===== src/rtl/core/tsw_pkg.sv =====
// Shared types and constants for the tilt-to-steering-wheel block.
// Holds the CORDIC arctangent table, angle constants and register indexes.
// No dependencies.
package tsw_pkg;

    localparam int MaxSteps = 24;

    // CORDIC datapath widths
    localparam int CW = 27;   // X and Y: |in|*256 with CORDIC gain stays below 2^25
    localparam int AW = 25;   // signed angle accumulator, degrees in Q16

    localparam logic [22:0] ANG_45 = 23'd2949120;
    localparam logic [22:0] ANG_90 = 23'd5898240;

    // q / 45 as (q * RECIP_45) >> RECIP_SHIFT, low by at most one
    localparam logic [15:0] RECIP_45    = 16'd46603;
    localparam int          RECIP_SHIFT = 21;
    localparam logic [5:0]  DIV_45      = 6'd45;

    // atan(2^-i) in degrees, Q16, rounded to nearest
    localparam logic [22:0] ATAN_DEG_Q16 [MaxSteps] = '{
        23'd2949120, 23'd1740967, 23'd919879, 23'd466945,
        23'd234379,  23'd117304,  23'd58666,  23'd29335,
        23'd14668,   23'd7334,    23'd3667,   23'd1833,
        23'd917,     23'd458,     23'd229,    23'd115,
        23'd57,      23'd29,      23'd14,     23'd7,
        23'd4,       23'd2,       23'd1,      23'd0
    };

    typedef enum logic [1:0] {
        REG_COARSE_DZ = 2'd0,
        REG_FINE_DZ   = 2'd1,
        REG_RANGE     = 2'd2,
        REG_NONE      = 2'd3
    } t_reg_idx;

    typedef struct packed {
        logic zero;   // coarse deadzone or x == 0
        logic inv;    // unit held inverted (z > 0)
        logic neg;    // x > 0, output negative
    } t_flags;

endpackage


===== src/rtl/core/tilt_to_steering_wheel.sv =====
// Tilt-to-steering-wheel top level: APB register file, unrolled CORDIC
// vectoring pipeline and scaling stages. Depends on tsw_pkg.
//
// Usage:
//   Input channel (i_valid / o_ready) carries one accelerometer item:
//   i_accel_x and i_accel_z, 16-bit two's complement. Output channel
//   (o_valid / i_ready) returns one 11-bit signed o_wheel_value per item.
//   An accepted item passes through the capture stage (loaded at the
//   accepting edge), one stage per CORDIC iteration and four scaling
//   stages to o_valid. Throughput is one item per cycle while the receiver
//   does not stall: every CORDIC iteration has its own adder stage, so
//   nothing is shared between items.
//   The whole pipeline advances together whenever the output register is
//   empty or being taken; while the receiver stalls with a result held,
//   o_ready is low and every stage holds its item.
//   Registers are written through the APB port at 0x0 (coarse deadzone),
//   0x4 (fine deadzone) and 0x8 (wheel range); write them only while the
//   pipeline is empty. Reset empties the pipeline and loads the register
//   defaults 6, 3 and 255.
module tilt_to_steering_wheel #(
    parameter int CORDIC_STEPS = 16
) (
    input  logic               i_clk,
    input  logic               i_rst_n,
    // input items
    input  logic               i_valid,
    output logic               o_ready,
    input  logic signed [15:0] i_accel_x,
    input  logic signed [15:0] i_accel_z,
    // result items
    output logic               o_valid,
    input  logic               i_ready,
    output logic signed [10:0] o_wheel_value,
    // configuration
    input  logic               psel,
    input  logic               penable,
    input  logic               pwrite,
    input  logic [3:0]         paddr,
    input  logic [31:0]        pwdata,
    output logic [31:0]        prdata,
    output logic               pready
);
    import tsw_pkg::*;

    localparam int Steps = (CORDIC_STEPS > MaxSteps) ? MaxSteps : CORDIC_STEPS;

    // ------------------------------------------------------------------
    // Register file
    // ------------------------------------------------------------------
    logic [9:0] r_coarse, r_fine, r_range;
    t_reg_idx   reg_idx;

    assign pready  = 1'b1;
    assign reg_idx = t_reg_idx'(paddr[3:2]);

    always_ff @(posedge i_clk) begin
        if (!i_rst_n) begin
            r_coarse <= 10'd6;
            r_fine   <= 10'd3;
            r_range  <= 10'd255;
        end else if (psel && penable && pwrite && pready) begin
            case (reg_idx)
                REG_COARSE_DZ: r_coarse <= pwdata[9:0];
                REG_FINE_DZ:   r_fine   <= pwdata[9:0];
                REG_RANGE:     r_range  <= pwdata[9:0];
                default: ;
            endcase
        end
    end

    always_comb begin
        case (reg_idx)
            REG_COARSE_DZ: prdata = {22'd0, r_coarse};
            REG_FINE_DZ:   prdata = {22'd0, r_fine};
            REG_RANGE:     prdata = {22'd0, r_range};
            default:       prdata = 32'd0;
        endcase
    end

    // ------------------------------------------------------------------
    // Pipeline control: all stages move together
    // ------------------------------------------------------------------
    logic r_o_vld;
    logic en;

    assign en      = !r_o_vld || i_ready;
    assign o_ready = en;
    assign o_valid = r_o_vld;

    // ------------------------------------------------------------------
    // Capture stage: magnitudes and special-case flags
    // ------------------------------------------------------------------
    logic signed [CW-1:0] r_cx [Steps+1];
    logic signed [CW-1:0] r_cy [Steps+1];
    logic signed [AW-1:0] r_ca [Steps+1];
    t_flags               r_cf [Steps+1];
    logic                 r_cv [Steps+1];

    logic [16:0] abs_x, abs_z;
    t_flags      n_f0;

    always_comb begin
        abs_x     = i_accel_x[15] ? 17'(-$signed({i_accel_x[15], i_accel_x}))
                                  : {1'b0, i_accel_x};
        abs_z     = i_accel_z[15] ? 17'(-$signed({i_accel_z[15], i_accel_z}))
                                  : {1'b0, i_accel_z};
        n_f0.zero = (abs_x < 17'(r_coarse)) || (i_accel_x == 16'sd0);
        n_f0.inv  = !i_accel_z[15] && (i_accel_z != 16'sd0);
        n_f0.neg  = !i_accel_x[15] && (i_accel_x != 16'sd0);
    end

    always_ff @(posedge i_clk) begin
        if (!i_rst_n) begin
            r_cv[0] <= 1'b0;
        end else if (en) begin
            r_cv[0] <= i_valid;
        end
    end

    always_ff @(posedge i_clk) begin
        if (en) begin
            r_cx[0] <= $signed({2'b00, abs_x, 8'h00});
            r_cy[0] <= $signed({2'b00, abs_z, 8'h00});
            r_ca[0] <= '0;
            r_cf[0] <= n_f0;
        end
    end

    // ------------------------------------------------------------------
    // CORDIC vectoring, one iteration per stage
    // ------------------------------------------------------------------
    for (genvar i = 0; i < Steps; i++) begin : g_cordic
        logic signed [CW-1:0] xs, ys;
        logic signed [CW-1:0] n_x, n_y;
        logic signed [AW-1:0] n_a;
        logic signed [AW-1:0] step_ang;

        always_comb begin
            xs       = r_cx[i] >>> i;
            ys       = r_cy[i] >>> i;
            step_ang = $signed({2'b00, ATAN_DEG_Q16[i]});
            if (!r_cy[i][CW-1]) begin
                n_x = r_cx[i] + ys;
                n_y = r_cy[i] - xs;
                n_a = r_ca[i] + step_ang;
            end else begin
                n_x = r_cx[i] - ys;
                n_y = r_cy[i] + xs;
                n_a = r_ca[i] - step_ang;
            end
        end

        always_ff @(posedge i_clk) begin
            if (!i_rst_n) begin
                r_cv[i+1] <= 1'b0;
            end else if (en) begin
                r_cv[i+1] <= r_cv[i];
            end
        end

        always_ff @(posedge i_clk) begin
            if (en) begin
                r_cx[i+1] <= n_x;
                r_cy[i+1] <= n_y;
                r_ca[i+1] <= n_a;
                r_cf[i+1] <= r_cf[i];
            end
        end
    end

    // ------------------------------------------------------------------
    // Scale 1: clamp angle, d = 90 - theta
    // ------------------------------------------------------------------
    logic signed [AW-1:0] ang;
    logic [22:0]          ang_clamped;
    logic [22:0]          n_d;
    logic                 r_v1, r_ge1;
    logic [21:0]          r_d1;
    t_flags               r_f1;

    always_comb begin
        ang = r_ca[Steps];
        if (ang[AW-1]) begin
            ang_clamped = '0;
        end else if (ang > $signed({2'b00, ANG_90})) begin
            ang_clamped = ANG_90;
        end else begin
            ang_clamped = ang[22:0];
        end
        n_d = ANG_90 - ang_clamped;
    end

    // ------------------------------------------------------------------
    // Scale 2: range * d
    // ------------------------------------------------------------------
    logic        r_v2, r_ge2;
    logic [31:0] r_p2;
    t_flags      r_f2;

    // ------------------------------------------------------------------
    // Scale 3: estimate (range * d >> 16) / 45 by reciprocal
    // ------------------------------------------------------------------
    logic        r_v3, r_ge3;
    logic [15:0] r_q3;
    logic [10:0] r_m3;
    logic [31:0] recip_prod;
    t_flags      r_f3;

    assign recip_prod = r_p2[31:16] * RECIP_45;

    // ------------------------------------------------------------------
    // Output stage: correct quotient, select magnitude, apply deadzones and sign
    // ------------------------------------------------------------------
    logic [15:0]        rem;
    logic [9:0]         quot;
    logic [9:0]         mag;
    logic signed [10:0] n_wheel;
    logic signed [10:0] r_wheel;

    always_comb begin
        rem  = r_q3 - 16'(r_m3) * 16'(DIV_45);
        quot = 10'(r_m3 + 11'(rem >= 16'(DIV_45)));
        mag  = r_ge3 ? r_range : quot;
        if (mag < r_fine) begin
            mag = '0;
        end
        if (r_f3.zero) begin
            mag = '0;
        end else if (r_f3.inv) begin
            mag = r_range;   // inverted unit skips the fine deadzone
        end
        n_wheel = r_f3.neg ? -$signed({1'b0, mag}) : $signed({1'b0, mag});
    end

    always_ff @(posedge i_clk) begin
        if (!i_rst_n) begin
            r_v1    <= 1'b0;
            r_v2    <= 1'b0;
            r_v3    <= 1'b0;
            r_o_vld <= 1'b0;
        end else if (en) begin
            r_v1    <= r_cv[Steps];
            r_v2    <= r_v1;
            r_v3    <= r_v2;
            r_o_vld <= r_v3;
        end
    end

    always_ff @(posedge i_clk) begin
        if (en) begin
            r_d1    <= n_d[21:0];
            r_ge1   <= (n_d >= ANG_45);
            r_f1    <= r_cf[Steps];

            r_p2    <= r_range * r_d1;
            r_ge2   <= r_ge1;
            r_f2    <= r_f1;

            r_q3    <= r_p2[31:16];
            r_m3    <= recip_prod[31:RECIP_SHIFT];
            r_ge3   <= r_ge2;
            r_f3    <= r_f2;

            r_wheel <= n_wheel;
        end
    end

    assign o_wheel_value = r_wheel;

endmodule

===== config.mk =====
export PLATFORM = sky130hd
export DESIGN_NAME = tilt_to_steering_wheel
export DESIGN_NICKNAME = d
export VERILOG_FILES = /design/src/rtl/core/tsw_pkg.sv /design/src/rtl/core/tilt_to_steering_wheel.sv
export SDC_FILE = /design/constraint.sdc
export NUM_CORES = 2
export LEC_CHECK = 0
export BUFFER_PORTS_ARGS = -buffer_cell sky130_fd_sc_hd__buf_2
export CAP_MARGIN = 20
export CORE_MARGIN = 2
export CORE_UTILIZATION = 55
export DETAILED_ROUTE_END_ITERATION = 12
export PLACE_DENSITY = 0.7
export RECOVER_POWER = 50
export SLEW_MARGIN = 20
export SYNTH_ARGS = -nofsm -noshare
export SYNTH_HDL_FRONTEND = slang
export SYNTH_SLANG_ARGS = --single-unit

===== constraint.sdc =====
create_clock -name i_clk -period 76.1 [get_ports i_clk]
set_clock_uncertainty 0.15 [all_clocks]
set_input_delay 15.22 -clock i_clk [delete_from_list [all_inputs] [get_ports i_clk]]
set_output_delay 15.22 -clock i_clk [all_outputs]
set_load 0.02 [all_outputs]

* After elaboration in Yosys (flattened, before gate mapping)
Memories as Yosys holds them, arrays and structs flattened. A register that Yosys moved wholly into a read port is not among the register bits. Cells that the tools add are included.
Storage, ports and cells: flip-flop bits (word level) 134, RAM bits 1411, input port bits 75, output and inout bits 46, word-level logic and storage cells 251, memories 5
Memory list:
- r_cx | words 17, bits a word 27, read ports 16, clocked after memory_dff 0, write ports 17, line tilt_to_steering_wheel.sv:93 | logic signed [CW-1:0] r_cx [Steps+1];
- r_cy | words 17, bits a word 27, read ports 16, clocked after memory_dff 0, write ports 17, line tilt_to_steering_wheel.sv:94 | logic signed [CW-1:0] r_cy [Steps+1];
- r_ca | words 17, bits a word 25, read ports 17, clocked after memory_dff 0, write ports 17, line tilt_to_steering_wheel.sv:95 | logic signed [AW-1:0] r_ca [Steps+1];
- r_cf | words 17, bits a word 3, read ports 17, clocked after memory_dff 1, write ports 17, line tilt_to_steering_wheel.sv:96 | t_flags r_cf [Steps+1];
- r_cv | words 17, bits a word 1, read ports 17, clocked after memory_dff 1, write ports 17, line tilt_to_steering_wheel.sv:97 | logic r_cv [Steps+1];
Operators by class: $add $sub $neg 101, multipliers 3, order comparisons 5, eq/ne operators 2, mux-type cells 80, bitwise gates (word level) 17, reductions and logical operators 17
Operators by type and width (number):
- 2-to-1 mux 27 bit | 32
- 2-to-1 mux 25 bit | 16
- adder 27 x 12 -> 27 bit | 2
- adder 27 x 13 -> 27 bit | 2
- adder 27 x 14 -> 27 bit | 2
- adder 27 x 15 -> 27 bit | 2
- adder 27 x 16 -> 27 bit | 2
- adder 27 x 17 -> 27 bit | 2
- adder 27 x 18 -> 27 bit | 2
- adder 27 x 19 -> 27 bit | 2
- adder 27 x 20 -> 27 bit | 2
- adder 27 x 21 -> 27 bit | 2
- adder 27 x 22 -> 27 bit | 2
- adder 27 x 23 -> 27 bit | 2
- adder 27 x 24 -> 27 bit | 2
- adder 27 x 25 -> 27 bit | 2
- adder 27 x 26 -> 27 bit | 2
- subtractor 27 x 12 -> 27 bit | 2
- subtractor 27 x 13 -> 27 bit | 2
- subtractor 27 x 14 -> 27 bit | 2
- subtractor 27 x 15 -> 27 bit | 2
- subtractor 27 x 16 -> 27 bit | 2
- subtractor 27 x 17 -> 27 bit | 2
- subtractor 27 x 18 -> 27 bit | 2
- other kinds (70) | 133

* Logic depth before layout (Yosys ltp)
depth after elaboration 11, mapped depth 36, depth with buffers taken out 35

* Worst setup path before layout
OpenSTA, ideal clock, no wires.
path kind input port to output port, start input port i_ready, end output port o_ready, arrival time 48213 ps, data required time 60730 ps, setup slack 12517 ps, stages 4, path buffers 2, cell sequence nor2b_1 -> clkbuf_1 -> inv_1 -> clkbuf_1
On the way: cells in the longest elaborated chain, start to end 1
RTL lines:
- start: declaration | line tilt_to_steering_wheel.sv:32 | input logic i_ready,
- logical OR 1 bit | line tilt_to_steering_wheel.sv:86 | assign en = !r_o_vld || i_ready;
- end: declaration | line tilt_to_steering_wheel.sv:27 | output logic o_ready,
No other way between the ends.

* Worst setup path after layout
Same ends and word-level chain as after synthesis.

==> impl_metrics.yaml <==
outcome:
  status: "finished with violations"
  violations: "capacitance limit, slew limit"
die:
  die-area_um2: 197000
  row_count: 161
  pin_count: 121
  initial_core_util_pct: 55.4
  die_h_um: 444
  coreArea_um2: 193000
  die_w_um: 444
cells_and_area:
  drive_above_1_share_pct: 4.02
  ff_latch_area_um2: 37300
  syn2layout_area_growth_pct: 7.81
  final_area_um2: 115000
  nets: 12600
  fillers: 16100
  multi_input_area_um2: 65800
worst_setup_path:
  arrival_ns: 17.56
  worstSetupEndpointType: "primary output"
  critPathRequiredTime_ns: 60.73
  rr_endpoint: "o_wheel_value[10]$_SDFFCE_PN0N_"
  r2r_setup_slack_ns: 67.60
  worstSetupPathType: "input pin to primary output"
  r2r-start: "r_m3[0]$_DFFE_PN_"
  crit_fanout: 26
  cp-start-kind: "input pin"
  reg2reg_depth: 31
global_routing:
  grt_pass1_wl_um: 404000
  antenna_found_initial: 15
  groute.usage.overall_pct: 25.0
  grt_max_degree: 214
  grt.overflow.total: 0
  grt_pass1_vias: 79000
synthesis:
  netlist.area_leader.share_pct: 34.4
  synth_warnings: 0
  synthFlopType: "edfxtp_1"
  yosys.cell_count.top_type: "ha_1"
  synth_top_cells_by_area: "edfxtp_1, ha_1, xnor2_1"
  ys_async_sr_fraction_pct: 0
  synth_cell_types: 95
  synth_edf_count: 1220
  synth-seq-cells: 1255
  synthTopCellsByCount: "ha_1, edfxtp_1, nor2_1"
  netlist_area_um2: 107000
  synth-seq-area-share_pct: 35.0
  synth_cells: 10900
  syn_avg_cell_area_um2: 9.81
  yosysTopAreaCell: "edfxtp_1"
clock_network:
  clk_pin_slew_worst_paths_ns: 0.05
  clockRootBuffer: "clkbuf_16"
  cts_buffer_depth: 3
  ctsHoldBuffers: 0
  clock-sinks: 1255
  postCtsResizedCells: 0
  numCtsBuffers: 149
  clkLatencyLatePin_ns: 0.81
  post_cts_buffers: 0
  cts_tree: "done"
  htreeDepth: 4
route:
  avgRoutedWirePerCell_um: 18.4
  ant_nets: 0
  first_pass_iters: 8
  finalWirelength_um: 250000
  via_per_inst: 5.88
  vias: 80200
  drc: 0
  drtIter0Drc: 5298
sta:
  finalHoldViolations: 0
  timing.fmax_mhz: 30.4
  whs_ns: 0.248
  fin_crit_sh_pct: 43.3
  drv_slew: 808
  maxSlewHeadroom_pct: -122
  finalWorstSetupSlack_ns: 43.17
  tightestPinTransition_ns: 3.33
  setup_violations: 0
  fin_crit_ns: 32.93
  fin_setup_tns_ns: 0
  rsz0062_at_grt: "false"
placement:
  place.gp.congestion: 0.939
  dpl-instance-area_um2: 110000
  dpl_worst_slack_ns: 43.67
  dp_hpwl_um: 198000
  port_buffers: 73
min_path:
  hold_path_startpoint: "r_cf[8][2]$_DFFE_PN_"
  min_path_cells: 0
  hold_class: "flop to flop"
  worstHoldEndpoint: "r_cf[9][2]$_DFFE_PN_"
run:
  drv_cap: 17
state kept, by name, summed over array words and instances, names as in the netlist, 3 cells and up:
signal         cells
o_wheel_value     11
r_ca             338
r_cf              51
r_coarse          10
r_cv              17
r_cx             358
r_cy             370
r_d1              21
r_f1               3
r_f2               3
r_f3               3
r_fine            10
r_m3              11
r_p2              16
r_q3              16
r_range           10
critical path, cell delays in order:
cell	delay [ns]
buf_2	0.09
nor2b_1	0.37
clkinvlp_2	1.22
buf_2	0.61
through the flow:
stage / utilization [%] / cells
6_report: 59.7 / 13600
4_1_cts: 59.7 / 13600
2_1_floorplan: - / 10900
5_1_grt: 59.7 / 13600
3_3_place_gp: 57.0 / 13300
3_5_place_dp: 57.0 / 13300
layer usage:
layer / wire length (µm) / global-route usage, % / vias up
li1: - / - / 39600
met1: 107000 / 31.4 / 38300
met2: 121000 / 43.5 / 1863
met3: 12000 / 3.42 / 485
met4: 9910 / 9.94 / 2
met5: 13 / 0 / -
area by class of cell:
cell class	count	share of cell area, %
Sequential cell	1255	32.5
Tap cell	2526	2.75
Timing Repair Buffer	122	0.616
Inverter	717	2.34
Clock buffer	177	3.39
Antenna cell	9	0.0196
Multi-Input combinational cell	8730	57.3
Clock inverter	98	1.13
logic make-up (layout without fill, tap and decap cells):
group	Yosys count	in the layout	synth area share, %
other cells	2	33	0.00704
mux	88	88	0.867
simple gates	3158	3158	14.3
buf+inv	904	1114	3.27
compound gates	2549	2549	15.3
flops	1255	1255	35.0
xor+xnor	1370	1370	11.3
fa+ha+maj	1541	1541	20.0
placed cells by master (no fill, tap or decap), types with 58 or more instances in the layout:
cell type / instances
nand2_1: 639
nand2b_1: 140
nor4_1: 83
buf_2: 67
and3_1: 143
a21o_1: 310
o211ai_1: 58
edfxtp_1: 1220
fa_1: 273
nand3_1: 195
nor2_1: 992
a211oi_1: 101
or3_1: 80
ha_1: 1267
o21a_1: 144
xnor2_1: 934
a31oi_1: 120
xor2_1: 436
a21oi_1: 848
inv_1: 711
nor2b_1: 183
and2_1: 137
nor3_1: 348
o21ai_0: 446
o21bai_1: 95
clkbuf_16: 152
how the worst max path moves through the flow:
stage               startpoint   endpoint  slack, ns  cells past startpoint
floorplan              i_ready    o_ready      12.52                      4
global placement      paddr[3]  prdata[7]      43.68                      5
detailed placement    paddr[3]  prdata[7]      43.67                      5
CTS                   paddr[3]  prdata[7]      43.66                      5
global route           i_ready    o_ready      43.00                      4
finish                 i_ready    o_ready      43.17                      4
Power is not shown: default switching activity piles up to over one toggle a cycle in this logic, so the estimate is an artifact.
